==> config.mk <==
export PLATFORM = sky130hd
export DESIGN_NAME = sequential_key_list
export DESIGN_NICKNAME = d
export VERILOG_FILES = /design/src/rtl/core/skl_pkg.sv /design/src/rtl/core/skl_cell.sv /design/src/rtl/core/sequential_key_list.sv
export VERILOG_INCLUDE_DIRS = /design/src /design/src/rtl/core
export SDC_FILE = /design/constraint.sdc
export NUM_CORES = 1
export LEC_CHECK = 0
export BUFFER_PORTS_ARGS = -buffer_cell sky130_fd_sc_hd__buf_2
export CAP_MARGIN = 15
export CELL_PAD_IN_SITES_DETAIL_PLACEMENT = 1
export CELL_PAD_IN_SITES_GLOBAL_PLACEMENT = 1
export CORE_AREA = 2 2 236 238
export DETAILED_ROUTE_END_ITERATION = 10
export DIE_AREA = 0 0 238 240
export PLACE_DENSITY = 0.87
export SYNTH_ARGS = -nofsm -noshare
export SYNTH_HDL_FRONTEND = slang
export SYNTH_SLANG_ARGS = --single-unit
export TNS_END_PERCENT = 30
==> constraint.sdc <==
create_clock -name clk -period 9 [get_ports clk]
set_input_delay 1.35 -clock clk [delete_from_list [all_inputs] [get_ports clk]]
set_output_delay 1.35 -clock clk [all_outputs]
set_load 0.005 [all_outputs]
==> src/rtl/core/sequential_key_list_defines.svh <==
// Assertion macros shared by the sequential key list RTL.
`ifndef SEQUENTIAL_KEY_LIST_DEFINES_SVH
`define SEQUENTIAL_KEY_LIST_DEFINES_SVH

// Checks that the consequent holds in the same cycle as the antecedent.
`define SKL_ASSERT_SAME(label, clk, rst, ante, cons) \
  label: assert property (@(posedge clk) disable iff (rst) (ante) |-> (cons)) \
    else $error("sequential key list check failed");

// Checks that the consequent holds in the cycle after the antecedent.
`define SKL_ASSERT_NEXT(label, clk, rst, ante, cons) \
  label: assert property (@(posedge clk) disable iff (rst) (ante) |=> (cons)) \
    else $error("sequential key list check failed");

`endif

==> src/rtl/core/skl_pkg.sv <==
// Package with the action and status codes and the cell control type.
`default_nettype none
package skl_pkg;

  localparam int KeyWidth    = 32;
  localparam int ActionWidth = 2;
  localparam int StatusWidth = 3;
  localparam int PosWidth    = 5;
  localparam int CapWidth    = 5;

  localparam logic [ActionWidth-1:0] ACT_SEARCH = 2'd0;
  localparam logic [ActionWidth-1:0] ACT_INSERT = 2'd1;
  localparam logic [ActionWidth-1:0] ACT_REMOVE = 2'd2;

  localparam logic [StatusWidth-1:0] ST_OK        = 3'd0;
  localparam logic [StatusWidth-1:0] ST_DUPLICATE = 3'd1;
  localparam logic [StatusWidth-1:0] ST_OVERFLOW  = 3'd2;
  localparam logic [StatusWidth-1:0] ST_NOT_FOUND = 3'd3;
  localparam logic [StatusWidth-1:0] ST_UNDERFLOW = 3'd4;

  typedef struct packed {
    logic cmp;
    logic ins;
    logic rm;
  } cell_ctl_t;

endpackage
`default_nettype wire

==> src/rtl/core/skl_cell.sv <==
// One list cell: holds a key, compares it, loads the request key on insert and shifts from its upper neighbour.
`default_nettype none
module skl_cell
  import skl_pkg::*;
#(
  parameter int MAX_ENTRIES = 16,
  parameter int IDX         = 0
) (
  input  logic                                 clk,
  input  logic                                 rst,
  input  cell_ctl_t                            ctl,
  input  logic [KeyWidth-1:0]                  req_key,
  input  logic [$clog2(MAX_ENTRIES+1)-1:0]     count,
  input  logic [$clog2(MAX_ENTRIES+1)-1:0]     rm_pos,
  input  logic [KeyWidth-1:0]                  next_key,
  output logic [KeyWidth-1:0]                  key,
  output logic                                 hit
);

  localparam int CW = $clog2(MAX_ENTRIES + 1);

  logic live;
  logic ins_here;
  logic shift_here;

  assign live       = CW'(IDX) < count;
  assign ins_here   = ctl.ins && (count == CW'(IDX));
  assign shift_here = ctl.rm && (CW'(IDX + 1) >= rm_pos);

  // The match is held until the next compare, so a stalled decision still sees it.
  always_ff @(posedge clk) begin
    if (rst) begin
      hit <= 1'b0;
    end else if (ctl.cmp) begin
      hit <= live && (key == req_key);
    end
  end

  always_ff @(posedge clk) begin
    if (ins_here) begin
      key <= req_key;
    end else if (shift_here) begin
      key <= next_key;
    end
  end

endmodule
`default_nettype wire

==> src/rtl/core/sequential_key_list.sv <==
// Each item passes through two states: the compare in every cell, then the decision and update.
// An item may be accepted in the cycle that the previous one finishes, so a new item
// can enter its compare while the output register drains; a waiting result stalls it.
// Reset empties the list, sets the capacity limit to 16 and clears all handshake state.
// The cell keys are not reset; entries beyond the fill count are never used.
`default_nettype none
`include "sequential_key_list_defines.svh"
module sequential_key_list
  import skl_pkg::*;
#(
  parameter int MAX_ENTRIES = 16
) (
  input  logic                          clk,
  input  logic                          rst,
  input  logic                          cfg_wr_en,
  input  logic [CapWidth-1:0]           cfg_wr_data,
  input  logic                          in_valid,
  output logic                          in_ready,
  input  logic [ActionWidth-1:0]        action,
  input  logic signed [KeyWidth-1:0]    key,
  output logic                          out_valid,
  input  logic                          out_ready,
  output logic [StatusWidth-1:0]        status,
  output logic [PosWidth-1:0]           position,
  output logic [PosWidth-1:0]           entry_count
);

  localparam int CW = $clog2(MAX_ENTRIES + 1);
  localparam int LW = (CW > CapWidth) ? CW : CapWidth;

  typedef enum logic [1:0] {
    S_IDLE,
    S_CMP,
    S_DEC
  } state_t;

  state_t                 state;
  logic [ActionWidth-1:0] req_action;
  logic [KeyWidth-1:0]    req_key;
  logic [CW-1:0]          count;
  logic [CapWidth-1:0]    cap_limit;

  logic [MAX_ENTRIES-1:0] hits;
  logic [KeyWidth-1:0]    cell_key [MAX_ENTRIES];
  logic [CW-1:0]          hit_pos;
  logic                   found;
  logic                   full;
  logic                   finish;
  logic                   accept;
  cell_ctl_t              ctl;

  logic [StatusWidth-1:0] status_next;
  logic [CW-1:0]          pos_next;
  logic [CW-1:0]          count_next;
  logic                   do_ins;
  logic                   do_rm;

  assign finish   = (state == S_DEC) && (!out_valid || out_ready);
  assign in_ready = (state == S_IDLE) || finish;
  assign accept   = in_valid && in_ready;

  always_comb begin
    hit_pos = '0;
    for (int i = 0; i < MAX_ENTRIES; i++) begin
      if (hits[i]) begin
        hit_pos = hit_pos | CW'(i + 1);
      end
    end
  end

  assign found = |hits;
  assign full  = (LW'(count) >= LW'(cap_limit)) || (LW'(count) >= LW'(MAX_ENTRIES));

  always_comb begin
    status_next = found ? ST_OK : ST_NOT_FOUND;
    pos_next    = hit_pos;
    count_next  = count;
    do_ins      = 1'b0;
    do_rm       = 1'b0;
    case (req_action)
      ACT_INSERT: begin
        if (full) begin
          status_next = ST_OVERFLOW;
          pos_next    = '0;
        end else if (found) begin
          status_next = ST_DUPLICATE;
        end else begin
          status_next = ST_OK;
          count_next  = count + CW'(1);
          pos_next    = count + CW'(1);
          do_ins      = 1'b1;
        end
      end
      ACT_REMOVE: begin
        if (count == '0) begin
          status_next = ST_UNDERFLOW;
          pos_next    = '0;
        end else if (found) begin
          status_next = ST_OK;
          count_next  = count - CW'(1);
          do_rm       = 1'b1;
        end else begin
          status_next = ST_NOT_FOUND;
        end
      end
      default: begin
        status_next = found ? ST_OK : ST_NOT_FOUND;
      end
    endcase
  end

  assign ctl.cmp = (state == S_CMP);
  assign ctl.ins = finish && do_ins;
  assign ctl.rm  = finish && do_rm;

  for (genvar g = 0; g < MAX_ENTRIES; g++) begin : g_cell
    logic [KeyWidth-1:0] upper_key;
    if (g == MAX_ENTRIES - 1) begin : g_last
      assign upper_key = cell_key[g];
    end else begin : g_mid
      assign upper_key = cell_key[g+1];
    end
    skl_cell #(
      .MAX_ENTRIES (MAX_ENTRIES),
      .IDX         (g)
    ) u_cell (
      .clk      (clk),
      .rst      (rst),
      .ctl      (ctl),
      .req_key  (req_key),
      .count    (count),
      .rm_pos   (hit_pos),
      .next_key (upper_key),
      .key      (cell_key[g]),
      .hit      (hits[g])
    );
  end

  always_ff @(posedge clk) begin
    if (rst) begin
      state     <= S_IDLE;
      count     <= '0;
      cap_limit <= CapWidth'(16);
      out_valid <= 1'b0;
    end else begin
      if (cfg_wr_en) begin
        cap_limit <= cfg_wr_data;
      end
      if (finish) begin
        out_valid   <= 1'b1;
        status      <= status_next;
        position    <= PosWidth'(pos_next);
        entry_count <= PosWidth'(count_next);
        count       <= count_next;
      end else if (out_ready) begin
        out_valid <= 1'b0;
      end
      case (state)
        S_IDLE: begin
          if (accept) begin
            state <= S_CMP;
          end
        end
        S_CMP: begin
          state <= S_DEC;
        end
        S_DEC: begin
          if (finish) begin
            state <= accept ? S_CMP : S_IDLE;
          end
        end
        default: begin
          state <= S_IDLE;
        end
      endcase
    end
  end

  always_ff @(posedge clk) begin
    if (accept) begin
      req_action <= action;
      req_key    <= key;
    end
  end

  `SKL_ASSERT_SAME(a_count_bound, clk, rst, 1'b1, count <= CW'(MAX_ENTRIES))
  `SKL_ASSERT_SAME(a_single_hit, clk, rst, state == S_DEC, $onehot0(hits))
  `SKL_ASSERT_NEXT(a_finish_shows, clk, rst, finish, out_valid)
  `SKL_ASSERT_NEXT(a_cmp_then_dec, clk, rst, state == S_CMP, state == S_DEC)
  `SKL_ASSERT_NEXT(a_accept_cmp, clk, rst, accept, state == S_CMP)

endmodule
`default_nettype wire
* After elaboration in Yosys (flattened, before gate mapping)
Cells that the tools add are included.
** Operators by class
- Mux-type cells :: 72
- Eq/ne operators :: 37
- Bitwise logic cells :: 1
- Order comparisons :: 33
- Reduce and logical (&&, ||, !) cells :: 76
- Add/sub/neg operators :: 2
** Operators with widths (number)
- 32-bit two-way mux :: 30
- 32-bit == test :: 16
- 1-bit logical AND :: 51
- 5-bit by 4-bit == test with 1-bit output, second input constant :: 8
- 4-bit by 5-bit greater-or-equal comparator with 1-bit output, first input constant :: 8
- 4-bit by 5-bit < comparator with 1-bit output, first input constant :: 8
- 5-bit two-way mux :: 8
- 4-bit two-way mux :: 8
- 2-bit nonzero test :: 16
- 5-bit by 3-bit == test with 1-bit output, second input constant :: 4
- 3-bit by 5-bit greater-or-equal comparator with 1-bit output, first input constant :: 4
- 3-bit by 5-bit < comparator with 1-bit output, first input constant :: 4
- 5-bit one-hot mux with 2 select lines :: 2
- 16-bit OR reduction :: 1
- 3-bit two-way mux :: 5
- 2-bit two-way mux :: 6
- 1-bit two-way mux :: 11
- 5-bit by 2-bit == test with 1-bit output, second input constant :: 2
- 2-bit by 5-bit greater-or-equal comparator with 1-bit output, first input constant :: 2
- 1-bit by 5-bit < comparator with 1-bit output, first input constant :: 2
- 2-bit by 5-bit < comparator with 1-bit output, first input constant :: 2
- 2-bit one-hot mux with 3 select lines :: 1
- 3-bit one-hot mux with 2 select lines :: 1
- 5-bit by 1-bit adder with 5-bit output, second input constant :: 1
- other kinds (14) :: 20
** Storage, ports and cells
- Register bits :: 588
- Logic and storage cells :: 262
- Bits of input ports :: 44

* Longest topological paths before layout
- Depth after elaboration :: 20
- Mapped depth :: 10

* Hierarchy
Synthesis repeated with hierarchy kept, for this count alone.
** Second synthesis, totals
- Cells, all modules :: 2165
- Area, all modules :: 32656.3 um^2
** Modules (own cells, without submodules)
- sequential_key_list :: cells an instance 224, instances 1, area an instance 2705.1 um^2
- skl_cell (g_cell[9].u_cell) :: cells an instance 123, instances 1, area an instance 1938.1 um^2
- skl_cell (g_cell[1].u_cell) :: cells an instance 120, instances 1, area an instance 1924.3 um^2
- skl_cell (g_cell[3].u_cell) :: cells an instance 120, instances 1, area an instance 1921.8 um^2
- skl_cell (g_cell[10].u_cell) :: cells an instance 122, instances 1, area an instance 1910.6 um^2
- skl_cell (g_cell[13].u_cell) :: cells an instance 122, instances 1, area an instance 1905.6 um^2
- skl_cell (g_cell[12].u_cell) :: cells an instance 122, instances 1, area an instance 1904.3 um^2
- skl_cell (g_cell[14].u_cell) :: cells an instance 120, instances 1, area an instance 1901.8 um^2
- skl_cell (g_cell[6].u_cell) :: cells an instance 122, instances 1, area an instance 1900.6 um^2
- skl_cell (g_cell[0].u_cell) :: cells an instance 125, instances 1, area an instance 1895.6 um^2
- skl_cell (g_cell[4].u_cell) :: cells an instance 121, instances 1, area an instance 1895.6 um^2
- skl_cell (g_cell[11].u_cell) :: cells an instance 120, instances 1, area an instance 1894.3 um^2
- skl_cell (g_cell[5].u_cell) :: cells an instance 120, instances 1, area an instance 1804.2 um^2
- skl_cell (g_cell[15].u_cell) :: cells an instance 120, instances 1, area an instance 1794.2 um^2
- +3 rows

* Least setup slack after synthesis
OpenSTA, ideal clock, no wires.
- Kind :: input to register
- Start point :: in out_ready
- End point :: reg g_cell[11].u_cell.key[0] (enable)
- Library setup time :: 0.511 ns
- Arrival :: 5.413 ns
- Stages on the path :: 4
- Slack :: 3.076 ns
- Path through :: nand2b_1 > clkbuf_1 > nand3_1 > o41ai_1
** On the way
- Word-level cells in the longest chain between the ends :: 5
- Elaborated cells between the ends (all ways) :: 7
- Those cells by class :: reduce/logical: 7
** RTL lines
- from (decl) :: line sequential_key_list.sv:22 : input logic out_ready,
- 1-bit logical OR * :: line sequential_key_list.sv:58 : assign finish = (state == S_DEC) && (!out_valid || out_ready);
- 1-bit logical AND * :: line sequential_key_list.sv:58
- 1-bit logical AND (on tied branches) :: line sequential_key_list.sv:114, sequential_key_list.sv:113
- 1-bit logical AND (on tied branches) :: line skl_cell.sv:28, skl_cell.sv:27
- 2-bit nonzero test (no source line) *
- to (signal assigned) :: line skl_cell.sv:41 : key <= req_key;
- to (signal assigned) :: line skl_cell.sv:43 : key <= next_key;
- to (decl) :: line skl_cell.sv:16 : output logic [KeyWidth-1:0] key,
Mark *: on every way between the ends. The rest lies on a longest branch, timed or not.
A chain may end at the register's enable or synchronous reset.

* Worst setup path in the final report
- Start point :: reg count[0]
- End point :: reg g_cell[1].u_cell.key[1] (data pin)
** On the way
- Word-level cells in the longest chain between the ends :: 7
- Elaborated cells between the ends (all ways) :: 9
- Those cells by class :: order compare: 2; eq/ne: 1; mux: 3; reduce/logical: 3
** RTL lines
- from (decl) :: line sequential_key_list.sv:40 : logic [CW-1:0] count;
- from (signal assigned) :: line sequential_key_list.sv:154 : count <= count_next;
- 5-bit greater-or-equal comparator :: line sequential_key_list.sv:72 : assign full = (LW'(count) >= LW'(cap_limit)) || (LW'(count) >= LW'(MAX_ENTRIES));
- 1-bit logical OR :: line sequential_key_list.sv:72
- 1-bit two-way mux :: line sequential_key_list.sv:82 : if (full) begin
- 1-bit two-way mux :: line sequential_key_list.sv:80 : case (req_action)
- 1-bit logical AND :: line sequential_key_list.sv:113 : assign ctl.ins = finish && do_ins;
- 1-bit logical AND * :: line skl_cell.sv:27 : assign ins_here = ctl.ins && (count == CW'(IDX));
- 32-bit two-way mux * :: line skl_cell.sv:40 : if (ins_here) begin
- to (signal assigned) :: line skl_cell.sv:41
- to (signal assigned) :: line skl_cell.sv:43
- to (decl) :: line skl_cell.sv:16
Marked as above.

==> results_dict.tcl <==
set metrics [dict create \
    synth_area_leaders "sky130_fd_sc_hd__edfxtp_1 54%, sky130_fd_sc_hd__mux2_2 16%, sky130_fd_sc_hd__xnor2_1 12%" \
    dr_total_vias 20700 \
    p_total_mw 5.90 \
    cts_post_setup_buffers_inserted 0 \
    synth_area_leader_cell "sky130_fd_sc_hd__edfxtp_1" \
    tritoncts.num_buffers 66 \
    worst_setup_hold_path_clk_slew_ns 0.06 \
    cellPowerDensity_mw_per_mm2 172 \
    detailed_route_wl_um 102000 \
    clock_tree.buffer_depth 3 \
    timing.critical_path.arrival_ns 4.50 \
    post_synth_inst_count 2288 \
    timing.rr.end "g_cell[1].u_cell.key[1]$_DFFE_PP_" \
    cts_resized 0 \
    avgSynthCellArea_sq_um 13.7 \
    worst_hold_path.num_cells 2 \
    max_freq_mhz 241 \
    worst-slew-pin-transition_ns 1.12 \
    maximum_capacitance_violations 0 \
    timing.rr.start "count[0]$_SDFFE_PP0P_" \
    period_needed_ns 4.15 \
    synth.cell_area_sq_mm 0.0313 \
    hold_violations_final 0 \
    cts_root_buf "sky130_fd_sc_hd__clkbuf_16" \
    stdcell_count 3050 \
    postSynth.asyncResetShare_pct 0 \
    grt_pass1_vias 22300 \
    groute.layer.met3.usage_pct 9.53 \
    fill_cells 5060 \
    synth_sequential_area_ratio_pct 55.4 \
    initial_core_util_pct 57.3 \
    crit_path_max_fanout 32 \
    r2r_cells 8 \
    die_height_um 240 \
    cp.required_ns 9.36 \
    synth_top_cell_area_share_pct 53.6 \
    grt_setup_unrepaired "no" \
    run_status "complete, no violations" \
    grt_util_all_layers_pct 36.1 \
    max_slew_violation_count 0 \
    yosys_warnings 0 \
    place_inst 2930 \
    critPathCaptureType "flip-flop" \
    portBuffers 58 \
    layout_common_cells "559 x sky130_fd_sc_hd__edfxtp_1, 432 x sky130_fd_sc_hd__mux2_2, 427 x sky130_fd_sc_hd__xnor2_1, 107 x sky130_fd_sc_hd__nand4_1, 87 x sky130_fd_sc_hd__xor2_1" \
    slew_hr_pct 24.6 \
    worstSetupPathType "reg -> reg" \
    final_setup_violation_count 0 \
    die_w_um 238 \
    ctsHtreeMaxLevel 3 \
    setup_tns_final_ns 0 \
    multi_input_area_sq_mm 0.0133 \
    grt_antenna_before_repair 5 \
    mappedNetlistNets 2344 \
    worst_setup_path_start_kind "flip-flop" \
    post_route_cells_drive_above_1_share_pct 30.7 \
    min-delay-path-class "reg -> reg" \
    detail_route.drc_violations 0 \
    rrSetupSlack_ns 4.85 \
    clock-skew-final_ns 0.0269 \
    mostFrequentLayoutCell "sky130_fd_sc_hd__edfxtp_1" \
    pin_count_of_the_biggest_net_entering_global_routing 35 \
    register_area_sq_mm 0.0174 \
    netlist-cell-type-count 61 \
    detailed_place_hpwl_um 66600 \
    final.period_utilization_pct 46.1 \
    hp-start "g_cell[4].u_cell.hit$_SDFFE_PP0N_" \
    drt_first_pass_iters 7 \
    gr-total-overflow 0 \
    grt.met2_usage_pct 58.6 \
    post_drt_wl_per_cell_um 33.6 \
    place_congestion 1.03 \
    antenna_violating_nets_post_route 0 \
    floorplan.die_area_sq_mm 0.0571 \
    cts_hold_buf 0 \
    cts_num_sinks 588 \
    worst_ir_drop_vdd_uv 183 \
    ys.flop_type "sky130_fd_sc_hd__edfxtp_1" \
    grtUsageMet1_pct 44.6 \
    tritoncts "yes" \
    top_usage_layer "met2" \
    via_per_inst 6.80 \
    flow.area_growth_from_synthesis_pct 9.74 \
    grt_first_pass_wirelength_um 150000 \
    fin_nets 2351 \
    insertion_delay_ns 0.62 \
    number_of_synthesized_flops_with_an_enable_pin 559 \
    final_util_pct 62.9 \
    number_of_primary_i_o_pins 59 \
    core_area_sq_mm 0.0547 \
    fp-row-count 86 \
    min_to "g_cell[4].u_cell.hit$_SDFFE_PP0N_" \
    static_leakage_power_nw 10.8 \
    synth-seq-cells 588 \
    initialDrtViolationCount 2535 \
]
flip-flops by register name (all words and copies together) (netlist names):
register and cells:
cap_limit 5, count 5, entry_count 5, g_cell.u_cell.hit 16, g_cell.u_cell.key 512, out_valid 1, position 5, req_action 2
req_key 32, state 2, status 3
layer usage:
layer | share of wire [%] | vias up
li1 | - | 8466
met1 | 37 | 10600
met2 | 47 | 1266
met3 | 9.5 | 431
met4 | 5.8 | 2
met5 | 0.013 | -
how the worst max path moves through the flow:
stage	startpoint	slack, ns	cells after the start	to
after floorplan	out_ready	3.08	4	g_cell[11].u_cell.key[0]$_DFFE_PP_
after global placement	out_ready	4.72	5	g_cell[9].u_cell.key[19]$_DFFE_PP_
after detailed placement	out_ready	4.61	5	g_cell[9].u_cell.key[11]$_DFFE_PP_
after CTS	count[0]$_SDFFE_PP0P_	4.96	8	g_cell[1].u_cell.key[1]$_DFFE_PP_
after global routing	count[1]$_SDFFE_PP0P_	4.76	6	g_cell[9].u_cell.key[12]$_DFFE_PP_
final	count[0]$_SDFFE_PP0P_	4.85	8	g_cell[1].u_cell.key[1]$_DFFE_PP_
critical path: stages, from the launching register on:
cell	delay, ns
sky130_fd_sc_hd__dfxtp_1	0.61
sky130_fd_sc_hd__inv_1	0.35
sky130_fd_sc_hd__ha_1	0.37
sky130_fd_sc_hd__nand2b_1	0.19
sky130_fd_sc_hd__a21oi_1	0.26
sky130_fd_sc_hd__o211ai_1	0.15
sky130_fd_sc_hd__buf_4	0.28
sky130_fd_sc_hd__or4_2	1.17
sky130_fd_sc_hd__mux2_4	0.48
logic make-up (layout without fill, tap and decap cells):
kind of cell / after synthesis / after routing / synth area share, %
xor+xnor: 514 / 514 / 14.4
fa+ha+maj: 12 / 12 / 0.479
compound gates: 122 / 122 / 2.55
buf+inv: 215 / 271 / 2.87
simple gates: 351 / 351 / 6.52
other cells: 0 / 2 / 0
mux: 486 / 486 / 17.8
flops: 588 / 588 / 55.4
synthesized netlist by cell type (4+ instances only):
| library cell | count |
|---|---|
| sky130_fd_sc_hd__buf_4 | 9 |
| sky130_fd_sc_hd__o22ai_1 | 13 |
| sky130_fd_sc_hd__mux2_1 | 20 |
| sky130_fd_sc_hd__a2111oi_0 | 10 |
| sky130_fd_sc_hd__or3_1 | 8 |
| sky130_fd_sc_hd__dfxtp_1 | 29 |
| sky130_fd_sc_hd__nor2_1 | 31 |
| sky130_fd_sc_hd__nor4_4 | 4 |
| sky130_fd_sc_hd__nand4_1 | 107 |
| sky130_fd_sc_hd__buf_2 | 29 |
| sky130_fd_sc_hd__xor2_1 | 87 |
| sky130_fd_sc_hd__nand3_1 | 34 |
| sky130_fd_sc_hd__nand2b_1 | 6 |
| sky130_fd_sc_hd__nand2_1 | 48 |
| sky130_fd_sc_hd__o21ai_0 | 21 |
| sky130_fd_sc_hd__mux2_2 | 432 |
| sky130_fd_sc_hd__nor4_1 | 37 |
| sky130_fd_sc_hd__edfxtp_1 | 559 |
| sky130_fd_sc_hd__nor3_1 | 35 |
| sky130_fd_sc_hd__mux2i_1 | 4 |
| sky130_fd_sc_hd__o2111ai_1 | 4 |
| sky130_fd_sc_hd__o211ai_1 | 6 |
| sky130_fd_sc_hd__a31oi_1 | 5 |
| sky130_fd_sc_hd__xnor2_1 | 427 |
| sky130_fd_sc_hd__clkbuf_1 | 118 |
| sky130_fd_sc_hd__inv_1 | 18 |
| sky130_fd_sc_hd__and2_1 | 7 |
| sky130_fd_sc_hd__ha_1 | 12 |
| sky130_fd_sc_hd__nor4_2 | 6 |
| sky130_fd_sc_hd__a21oi_1 | 32 |
| sky130_fd_sc_hd__mux2_4 | 30 |
| sky130_fd_sc_hd__buf_1 | 37 |
| sky130_fd_sc_hd__a211oi_1 | 5 |
| sky130_fd_sc_hd__or4_1 | 10 |
per-stage QoR:
step	hold slack (ns)	worst slack [ns]	cell area, sq um
after global placement	0.467	4.72	32400
final	0.490	4.85	34400
after CTS	0.489	4.96	34400
after global routing	0.501	4.76	34400
after floorplan	0.424	3.08	31300
after detailed placement	0.480	4.61	32400
layout make-up:
cell class	instances	share of cell area, %
Multi-Input combinational cell	1485	38.6
Antenna cell	2	0.0146
Sequential cell	588	50.5
Inverter	19	0.207
Clock inverter	23	0.437
Timing Repair Buffer	135	2.51
Tap cell	704	2.56
Clock buffer	94	5.22
report_power, final:
| group | internal [mW] | switching, mW |
|---|---|---|
| sequential | 2.97 | 0.00703 |
| combinational | 0.116 | 0.270 |
| clock | 1.40 | 1.14 |
Power figures use the tool's default switching activity.
